## src/hw/rtl/hsfd_pkg.sv

```systemverilog
`timescale 1ns / 1ps

package hsfd_pkg;

  localparam int BYTE_W = 8;
  localparam int RAW_W  = 20;
  localparam int FMT_W  = 2;
  localparam int OFS_W  = 10;
  localparam int TEMP_W = 12;
  localparam int HUM_W  = 11;
  localparam int PROD_W = 31;   // 20-bit raw code times an 11-bit scale
  localparam int QUO_W  = 15;   // holds the largest quotient by 65535 of a 20-bit raw code times 1750
  localparam int SUM_W  = 17;   // quotient plus base plus offset, signed

  localparam int CFG_IDX_W = 2;
  localparam logic [CFG_IDX_W-1:0] REG_FORMAT   = 2'd0;
  localparam logic [CFG_IDX_W-1:0] REG_TEMP_OFS = 2'd1;
  localparam logic [CFG_IDX_W-1:0] REG_HUM_OFS  = 2'd2;

  localparam logic [FMT_W-1:0] FMT_A = 2'd0;
  localparam logic [FMT_W-1:0] FMT_B = 2'd1;
  localparam logic [FMT_W-1:0] FMT_C = 2'd2;

  localparam logic [BYTE_W-1:0] CRC_POLY = 8'h31;
  localparam logic [BYTE_W-1:0] CRC_INIT = 8'hFF;

  // Frame handed from the byte tracker to the conversion pipe.
  typedef struct packed {
    logic [FMT_W-1:0] fmt;
    logic [RAW_W-1:0] temp_raw;
    logic [RAW_W-1:0] hum_raw;
    logic             crc_ok;
  } frame_t;

  // CRC-8, MSB first, one byte per call.
  function automatic logic [BYTE_W-1:0] crc8_byte(input logic [BYTE_W-1:0] crc,
                                                  input logic [BYTE_W-1:0] data);
    logic [BYTE_W-1:0] c;
    c = crc ^ data;
    for (int k = 0; k < BYTE_W; k++) begin
      c = c[BYTE_W-1] ? ((c << 1) ^ CRC_POLY) : (c << 1);
    end
    return c;
  endfunction

  // floor(x / 65535): with q = x >> 16 the remainder is x[15:0] + q, which stays
  // below twice the divisor for any 31-bit x, so one correction step is exact.
  function automatic logic [QUO_W-1:0] div_65535(input logic [PROD_W-1:0] x);
    logic [QUO_W-1:0] q;
    logic [16:0]      r;
    q = x[PROD_W-1:16];
    r = {1'b0, x[15:0]} + {2'b00, q};
    return (r >= 17'd65535) ? q + 1'b1 : q;
  endfunction

endpackage

```

## src/hw/rtl/hsfd_frame.sv

```systemverilog
`timescale 1ns / 1ps

module hsfd_frame import hsfd_pkg::*; (
  input  logic              clk,
  input  logic              rst_n,
  input  logic              accept,
  input  logic              adv,
  input  logic [BYTE_W-1:0] raw_byte,
  input  logic              frame_start,
  input  logic [FMT_W-1:0]  fmt,
  output logic              frm_valid,
  output frame_t            frm
);

  localparam logic [2:0] POS_T_CRC  = 3'd2;
  localparam logic [2:0] POS_H_CRC  = 3'd5;
  localparam logic [2:0] POS_CRC_C  = 3'd6;
  localparam logic [2:0] POS_IDLE   = 3'd7;

  logic [2:0]        pos_r, pos_nxt, pos_e, last;
  logic [BYTE_W-1:0] crc_r, crc_nxt, crc_e, crc_upd;
  logic              chk_r, chk_nxt, chk_e;
  logic [RAW_W-1:0]  traw_r, traw_nxt, hraw_r, hraw_nxt;
  logic              fmt_c, emit;
  logic              frm_valid_r, frm_valid_nxt;
  frame_t            frm_r, frm_nxt;

  assign fmt_c   = (fmt == FMT_C);
  assign last    = fmt_c ? POS_CRC_C : POS_H_CRC;
  assign pos_e   = frame_start ? 3'd0 : pos_r;
  assign crc_e   = frame_start ? CRC_INIT : crc_r;
  assign chk_e   = frame_start ? 1'b1 : chk_r;
  assign crc_upd = crc8_byte(crc_e, raw_byte);

  always_comb begin
    pos_nxt  = pos_r;
    crc_nxt  = crc_r;
    chk_nxt  = chk_r;
    traw_nxt = traw_r;
    hraw_nxt = hraw_r;
    emit     = 1'b0;
    if (accept) begin
      pos_nxt = pos_e;
      crc_nxt = crc_e;
      chk_nxt = chk_e;
      if (pos_e > last) begin
        pos_nxt = POS_IDLE;
      end else if (fmt_c) begin
        if (pos_e == POS_CRC_C) begin
          chk_nxt = chk_e & (raw_byte == crc_e);
          pos_nxt = POS_IDLE;
          emit    = 1'b1;
        end else begin
          crc_nxt = crc_upd;
          pos_nxt = pos_e + 3'd1;
          case (pos_e)
            3'd1: hraw_nxt = {12'd0, raw_byte};
            3'd2: hraw_nxt = {hraw_r[11:0], raw_byte};
            3'd3: begin
              hraw_nxt = {hraw_r[15:0], raw_byte[7:4]};
              traw_nxt = {16'd0, raw_byte[3:0]};
            end
            3'd4, 3'd5: traw_nxt = {traw_r[11:0], raw_byte};
            default: ;
          endcase
        end
      end else begin
        if (pos_e == POS_T_CRC || pos_e == POS_H_CRC) begin
          chk_nxt = chk_e & (raw_byte == crc_e);
          crc_nxt = CRC_INIT;
        end else begin
          crc_nxt = crc_upd;
          case (pos_e)
            3'd0:    traw_nxt = {12'd0, raw_byte};
            3'd1:    traw_nxt = {4'd0, traw_r[7:0], raw_byte};
            3'd3:    hraw_nxt = {12'd0, raw_byte};
            default: hraw_nxt = {4'd0, hraw_r[7:0], raw_byte};
          endcase
        end
        if (pos_e == POS_H_CRC) begin
          pos_nxt = POS_IDLE;
          emit    = 1'b1;
        end else begin
          pos_nxt = pos_e + 3'd1;
        end
      end
    end
  end

  always_comb begin
    frm_valid_nxt = adv ? emit : frm_valid_r;
    frm_nxt       = frm_r;
    if (emit) begin
      frm_nxt.fmt      = fmt;
      frm_nxt.temp_raw = traw_nxt;
      frm_nxt.hum_raw  = hraw_nxt;
      frm_nxt.crc_ok   = chk_nxt;
    end
  end

  always_ff @(posedge clk) begin
    if (!rst_n) begin
      pos_r       <= 3'd0;
      crc_r       <= CRC_INIT;
      chk_r       <= 1'b1;
      traw_r      <= '0;
      hraw_r      <= '0;
      frm_valid_r <= 1'b0;
    end else begin
      pos_r       <= pos_nxt;
      crc_r       <= crc_nxt;
      chk_r       <= chk_nxt;
      traw_r      <= traw_nxt;
      hraw_r      <= hraw_nxt;
      frm_valid_r <= frm_valid_nxt;
    end
  end

  always_ff @(posedge clk) begin
    frm_r <= frm_nxt;
  end

  assign frm_valid = frm_valid_r;
  assign frm       = frm_r;

endmodule

```

## src/hw/rtl/hsfd_conv.sv

```systemverilog
`timescale 1ns / 1ps

module hsfd_conv import hsfd_pkg::*; (
  input  logic                     clk,
  input  logic                     rst_n,
  input  logic                     adv,
  input  logic                     frm_valid,
  input  frame_t                   frm,
  input  logic signed [OFS_W-1:0]  temp_ofs,
  input  logic signed [OFS_W-1:0]  hum_ofs,
  output logic                     out_valid,
  output logic signed [TEMP_W-1:0] out_temperature,
  output logic signed [HUM_W-1:0]  out_humidity,
  output logic                     out_crc_ok
);

  localparam logic [10:0] T_SCALE_AB = 11'd1750;
  localparam logic [10:0] T_SCALE_C  = 11'd2000;
  localparam logic [10:0] H_SCALE_A  = 11'd1000;
  localparam logic [10:0] H_SCALE_B  = 11'd1250;
  localparam logic signed [SUM_W-1:0] T_BASE_AB = -17'sd450;
  localparam logic signed [SUM_W-1:0] T_BASE_C  = -17'sd500;
  localparam logic signed [SUM_W-1:0] H_BASE_B  = -17'sd60;
  localparam logic signed [SUM_W-1:0] H_MAX     = 17'sd1000;

  // multiply stage
  logic [10:0]       t_scale, h_scale;
  logic              mul_valid_r, mul_valid_nxt;
  logic [PROD_W-1:0] pt_r, pt_nxt, ph_r, ph_nxt;
  logic [FMT_W-1:0]  mfmt_r, mfmt_nxt;
  logic              mchk_r, mchk_nxt;

  assign t_scale = (frm.fmt == FMT_C) ? T_SCALE_C : T_SCALE_AB;
  assign h_scale = (frm.fmt == FMT_B) ? H_SCALE_B : H_SCALE_A;

  always_comb begin
    mul_valid_nxt = adv ? frm_valid : mul_valid_r;
    pt_nxt        = pt_r;
    ph_nxt        = ph_r;
    mfmt_nxt      = mfmt_r;
    mchk_nxt      = mchk_r;
    if (adv) begin
      pt_nxt   = PROD_W'(frm.temp_raw) * PROD_W'(t_scale);
      ph_nxt   = PROD_W'(frm.hum_raw) * PROD_W'(h_scale);
      mfmt_nxt = frm.fmt;
      mchk_nxt = frm.crc_ok;
    end
  end

  // scale, offset and clamp stage
  logic                     is_c, is_b;
  logic [QUO_W-1:0]         qt, qh;
  logic signed [SUM_W-1:0]  tsum, hsum, hclamp;
  logic                     out_valid_r, out_valid_nxt;
  logic signed [TEMP_W-1:0] temp_r, temp_nxt;
  logic signed [HUM_W-1:0]  hum_r, hum_nxt;
  logic                     crc_ok_r, crc_ok_nxt;

  assign is_c = (mfmt_r == FMT_C);
  assign is_b = (mfmt_r == FMT_B);
  assign qt   = is_c ? QUO_W'(pt_r[PROD_W-1:RAW_W]) : div_65535(pt_r);
  assign qh   = is_c ? QUO_W'(ph_r[PROD_W-1:RAW_W]) : div_65535(ph_r);

  always_comb begin
    tsum = $signed({2'b00, qt}) + (is_c ? T_BASE_C : T_BASE_AB)
           + SUM_W'(temp_ofs);
    hsum = $signed({2'b00, qh}) + (is_b ? H_BASE_B : '0) + SUM_W'(hum_ofs);
    hclamp = hsum;
    if (hsum > H_MAX) begin
      hclamp = H_MAX;
    end else if (is_b && hsum < 0) begin
      hclamp = '0;
    end
  end

  always_comb begin
    out_valid_nxt = adv ? mul_valid_r : out_valid_r;
    temp_nxt      = temp_r;
    hum_nxt       = hum_r;
    crc_ok_nxt    = crc_ok_r;
    if (adv) begin
      temp_nxt   = tsum[TEMP_W-1:0];
      hum_nxt    = hclamp[HUM_W-1:0];
      crc_ok_nxt = mchk_r;
    end
  end

  always_ff @(posedge clk) begin
    if (!rst_n) begin
      mul_valid_r <= 1'b0;
      out_valid_r <= 1'b0;
    end else begin
      mul_valid_r <= mul_valid_nxt;
      out_valid_r <= out_valid_nxt;
    end
  end

  always_ff @(posedge clk) begin
    pt_r     <= pt_nxt;
    ph_r     <= ph_nxt;
    mfmt_r   <= mfmt_nxt;
    mchk_r   <= mchk_nxt;
    temp_r   <= temp_nxt;
    hum_r    <= hum_nxt;
    crc_ok_r <= crc_ok_nxt;
  end

  assign out_valid       = out_valid_r;
  assign out_temperature = temp_r;
  assign out_humidity    = hum_r;
  assign out_crc_ok      = crc_ok_r;

endmodule

```

## src/hw/rtl/humidity_sensor_frame_decoder_core.sv

```systemverilog
`timescale 1ns / 1ps
// Path: on the transfer of a frame's last byte the frame register loads, then the
//   multiply register, then the output register, which shows the result.
// Throughput: one byte per cycle; the three stages move together and stop only
//   while a result waits in the output register under out_stall.
// Reset (rst_n low, synchronous): clears stage valids, frame position, CRC, check
//   flag, raw codes and config registers; pipeline data registers are not reset.

module humidity_sensor_frame_decoder_core import hsfd_pkg::*; (
  input  logic                     clk,
  input  logic                     rst_n,
  // byte input channel
  input  logic                     in_valid,
  output logic                     in_stall,
  input  logic [BYTE_W-1:0]        in_raw_byte,
  input  logic                     in_frame_start,
  // result channel
  output logic                     out_valid,
  input  logic                     out_stall,
  output logic signed [TEMP_W-1:0] out_temperature,
  output logic signed [HUM_W-1:0]  out_humidity,
  output logic                     out_crc_ok,
  // configuration writes
  input  logic                     cfg_we,
  input  logic [CFG_IDX_W-1:0]     cfg_index,
  input  logic [OFS_W-1:0]         cfg_wdata
);

  // Config registers. Writes to an index outside the list are dropped.
  logic [FMT_W-1:0]        fmt_r, fmt_nxt;
  logic signed [OFS_W-1:0] tofs_r, tofs_nxt;
  logic signed [OFS_W-1:0] hofs_r, hofs_nxt;

  always_comb begin
    fmt_nxt  = fmt_r;
    tofs_nxt = tofs_r;
    hofs_nxt = hofs_r;
    if (cfg_we) begin
      case (cfg_index)
        REG_FORMAT:   fmt_nxt  = cfg_wdata[FMT_W-1:0];
        REG_TEMP_OFS: tofs_nxt = cfg_wdata;
        REG_HUM_OFS:  hofs_nxt = cfg_wdata;
        default: ;
      endcase
    end
  end

  always_ff @(posedge clk) begin
    if (!rst_n) begin
      fmt_r  <= FMT_A;
      tofs_r <= '0;
      hofs_r <= '0;
    end else begin
      fmt_r  <= fmt_nxt;
      tofs_r <= tofs_nxt;
      hofs_r <= hofs_nxt;
    end
  end

  // Whole pipe advances unless a finished result is held by the sink.
  // Bytes are accepted whenever the pipe advances.
  logic   adv, in_xfer;
  logic   frm_valid;
  frame_t frm;

  assign adv      = !out_valid || !out_stall;
  assign in_stall = !adv;
  assign in_xfer  = in_valid && adv;

  // Byte tracker: position, running CRC, raw codes; registers each finished frame.
  hsfd_frame u_frame (
    .clk         (clk),
    .rst_n       (rst_n),
    .accept      (in_xfer),
    .adv         (adv),
    .raw_byte    (in_raw_byte),
    .frame_start (in_frame_start),
    .fmt         (fmt_r),
    .frm_valid   (frm_valid),
    .frm         (frm)
  );

  // Conversion: scale multiply, then divide/shift, offset, clamp into the output register.
  hsfd_conv u_conv (
    .clk             (clk),
    .rst_n           (rst_n),
    .adv             (adv),
    .frm_valid       (frm_valid),
    .frm             (frm),
    .temp_ofs        (tofs_r),
    .hum_ofs         (hofs_r),
    .out_valid       (out_valid),
    .out_temperature (out_temperature),
    .out_humidity    (out_humidity),
    .out_crc_ok      (out_crc_ok)
  );

endmodule

```

## config.mk

```make
export PLATFORM = sky130hd
export DESIGN_NAME = humidity_sensor_frame_decoder_core
export DESIGN_NICKNAME = d
export VERILOG_FILES = /design/src/hw/rtl/hsfd_pkg.sv /design/src/hw/rtl/hsfd_frame.sv /design/src/hw/rtl/hsfd_conv.sv /design/src/hw/rtl/humidity_sensor_frame_decoder_core.sv
export SDC_FILE = /design/constraint.sdc
export NUM_CORES = 1
export LEC_CHECK = 0
export BUFFER_PORTS_ARGS = -buffer_cell sky130_fd_sc_hd__clkbuf_2
export CORE_MARGIN = 3
export CORE_UTILIZATION = 50
export CTS_CLUSTER_SIZE = 25
export DETAILED_ROUTE_END_ITERATION = 8
export MAX_ROUTING_LAYER = met4
export PLACE_DENSITY_LB_ADDON = 0.08
export SLEW_MARGIN = 25
export SYNTH_ARGS = -nofsm -noshare
export SYNTH_HDL_FRONTEND = slang
export SYNTH_SLANG_ARGS = --single-unit
```

## constraint.sdc

```tcl
create_clock -name clk -period 7.91 [get_ports clk]
set_input_delay 0.3955 -clock clk [delete_from_list [all_inputs] [get_ports clk]]
set_output_delay 0.3955 -clock clk [all_outputs]
set_load 0.1 [all_outputs]
```

==> impl_metrics.json <==
{
  "cap_violations": 0,
  "place_ws_ns": 0.906,
  "via_count": 15000,
  "ant_nets": 0,
  "yosys-top-cells-area": "fa_1 19%, edfxtp_1 18%, ha_1 17%",
  "root_buffer": "clkbuf_16",
  "tns_ns": 0,
  "place.gp.congestion": 0.888,
  "cts_num_sinks": 207,
  "ys_ff_latch": 207,
  "rsz0062_at_grt": "false",
  "setup_slack_ns": 0.898,
  "syn_to_final_growth_pct": 8.09,
  "diodes": 0,
  "drive_gt1_share_pct": 6.11,
  "ys_seq_area_share_pct": 25.5,
  "outcome": "finished clean",
  "crit_type": "reg2reg",
  "tritoncts": "yes",
  "p_leak_nw": 11.2,
  "synth_edf_count": 130,
  "finClkSkew_ns": 0.0124,
  "dr.pass1.iters": 5,
  "power.density_nw_per_um2": 133,
  "cts.htree.levels": 1,
  "cts_buffers": 26,
  "synth_ff_type": "edfxtp_1",
  "period_needed_ns": 7.01,
  "tightest_slew_ns": 0.938,
  "grt_usage_pct": 21.4,
  "via_per_inst": 5.53,
  "die_area_um2": 45200,
  "postCtsHoldBufs": 0,
  "setup_viol_count_final": 0,
  "clkSlewWorstSetupHoldPaths_ns": 0.06,
  "async_flop_share_pct": 0,
  "max_freq_mhz": 143,
  "io_buffers": 51,
  "dp_cells": 2668,
  "ys_top_cells_by_count": "298 x ha_1, 296 x inv_1, 206 x fa_1",
  "nets": 2687,
  "cts_setup_buffers": 0,
  "drc": 0,
  "cp_max_fo": 28,
  "fp.dieW_um": 213,
  "drt_iter0_markers": 943,
  "grt_max_degree": 68,
  "grt_pass1_wl_um": 76600,
  "slew_violations": 0,
  "chipHeight_um": 213,
  "coreArea_um2": 42000,
  "yosysMostFrequentCell": "ha_1",
  "cts_buffer_depth": 3,
  "synth_area_um2": 21400,
  "pin_count": 52,
  "avgSynthCellArea_um2": 10.0,
  "hpwlAfterDp_um": 37100,
  "power_mw": 3.07,
  "fin_crit_sh_pct": 88.6,
  "cts_resized": 0,
  "num-fill-cells": 3763,
  "grt_pass1_vias": 15400,
  "fin_cells": 2716,
  "grt_overflow": 0,
  "vdd_ir_drop_max_mv": 0.248,
  "crit_required_ns": 8.14,
  "rows": 75,
  "avgRoutedWirePerCell_um": 16.8,
  "hp-class": "in2reg",
  "synth_top_area_share_pct": 19.3,
  "crit_path_end_kind": "register",
  "yosys.cell_types.count": 82,
  "synth_warnings": 0,
  "synth_area_leader_cell": "fa_1",
  "crit_arrival_ns": 7.24,
  "slew-limit-headroom_pct": 37.4,
  "synthCells": 2130,
  "cp-start-kind": "register",
  "antenna_found_initial": 0,
  "initial_utilization_pct": 50.8,
  "drt-total-wl_um": 45600,
  "hold_viol_final": 0,
  "worstSkewPairLatency_ns": 0.54
}
==> critical path, cell delays in order, from the launching register on <==
cell	delay [ns]
edfxtp_1	0.49
ha_1	0.40
a2111oi_2	0.30
o21ai_1	0.15
a221oi_4	0.33
o21ai_2	0.13
a31o_1	0.20
a221oi_1	0.31
o31a_1	0.77
o31ai_1	0.19
a31o_1	0.26
fa_1	0.50
inv_1	0.04
ha_1	0.18
or3_1	0.38
o211ai_1	0.30
a21oi_1	0.16
or3_1	0.36
a21oi_1	0.18
xnor2_1	0.09
o31ai_1	0.72
o21ai_0	0.25
==> logic make-up after synthesis <==
family / Yosys count / synth area share [%]
AO/OA/AOI/OAI: 391 / 12.4
XOR/XNOR: 114 / 4.67
adder cells (fa/ha/maj): 504 / 36.8
buffers and inverters: 360 / 6.35
flip-flops: 207 / 25.5
multiplexers: 36 / 1.69
other: 1 / 0.0176
AND/OR/NAND/NOR: 517 / 12.6
==> state kept, by name, summed over array words and instances (netlist names), 10 cells and up <==
signal	cells
u_conv.out_temperature	12
u_frame.frm	43
u_frame.traw_r	20
u_conv.pt_r	30
u_frame.hraw_r	20
u_conv.ph_r	30
tofs_r	10
hofs_r	10
u_conv.out_humidity	11
==> layer usage <==
metal / global-route usage (%) / share of wire, % / wire length (µm) / vias up
li1: - / - / - / 7436
met1: 29.1 / 48 / 22100 / 7283
met2: 35.2 / 47 / 21300 / 230
met3: 2.01 / 2.9 / 1310 / 57
met4: 4.40 / 2.0 / 905 / 0
met5: - / 0 / 0 / -
==> path summary, 6_finish.rpt <==
kind                                                             end                      start  slack, ns  cells after the start
worst max-delay path            u_conv.out_humidity[9]$_SDFFCE_PN1N_  u_conv.ph_r[23]$_DFFE_PN_       0.90                     21
worst min-delay path                          hofs_r[8]$_SDFFE_PN0P_               cfg_wdata[8]       0.13                      3
worst max register to register  u_conv.out_humidity[9]$_SDFFCE_PN1N_  u_conv.ph_r[23]$_DFFE_PN_       0.90                     21
worst min register to register           u_conv.out_crc_ok$_DFFE_PN_    u_conv.mchk_r$_DFFE_PN_       0.42                      0
==> cell type report <==
class	instances	area, µm²	area share [%]
clock buffer	35	769	3.33
clock inverter	13	196	0.851
inverter	300	1130	4.88
multi-input combinational	1565	14600	63.1
sequential	207	5450	23.6
tap	539	674	2.92
timing repair buffer	57	300	1.30
==> metrics by stage <==
step / hold WS (ns) / instance area (µm²) / utilization, %
final: 0.126 / 23100 / 54.9
after global routing: 0.127 / 23100 / 54.9
after CTS: 0.0952 / 23100 / 54.9
after detailed placement: 0.408 / 22100 / 52.6
after global placement: 0.405 / 22100 / 52.6
after floorplan: 0.400 / 21400 / -
==> where the power goes <==
part           internal (mW)  switching [mW]
logic                  0.187           0.330
clock network          0.846           0.470
registers               1.20          0.0380
==> layout by cell type (no fill, tap or decap), types with 14 or more instances in the layout <==
master / synthesis / final
and2_1: 107 / 106
ha_1: 298 / 298
o21ai_1: 27 / 27
or2_2: 18 / 18
o21ai_0: 46 / 46
clkbuf_16: 0 / 30
a31oi_1: 15 / 15
edfxtp_1: 130 / 130
a22o_1: 19 / 19
nand4_1: 21 / 21
nand2b_1: 17 / 17
mux2i_1: 35 / 35
nor3_1: 16 / 16
xor2_1: 37 / 37
xnor2_1: 77 / 77
inv_1: 296 / 295
a21oi_1: 93 / 93
nand3_1: 38 / 38
or4_1: 14 / 14
nand2_1: 102 / 101
fa_1: 206 / 206
a22oi_1: 17 / 17
a21o_1: 26 / 26
nor2_1: 118 / 118
clkbuf_2: 0 / 51
dfxtp_1: 77 / 77
No activity file was read; power rests on OpenSTA's default activity.
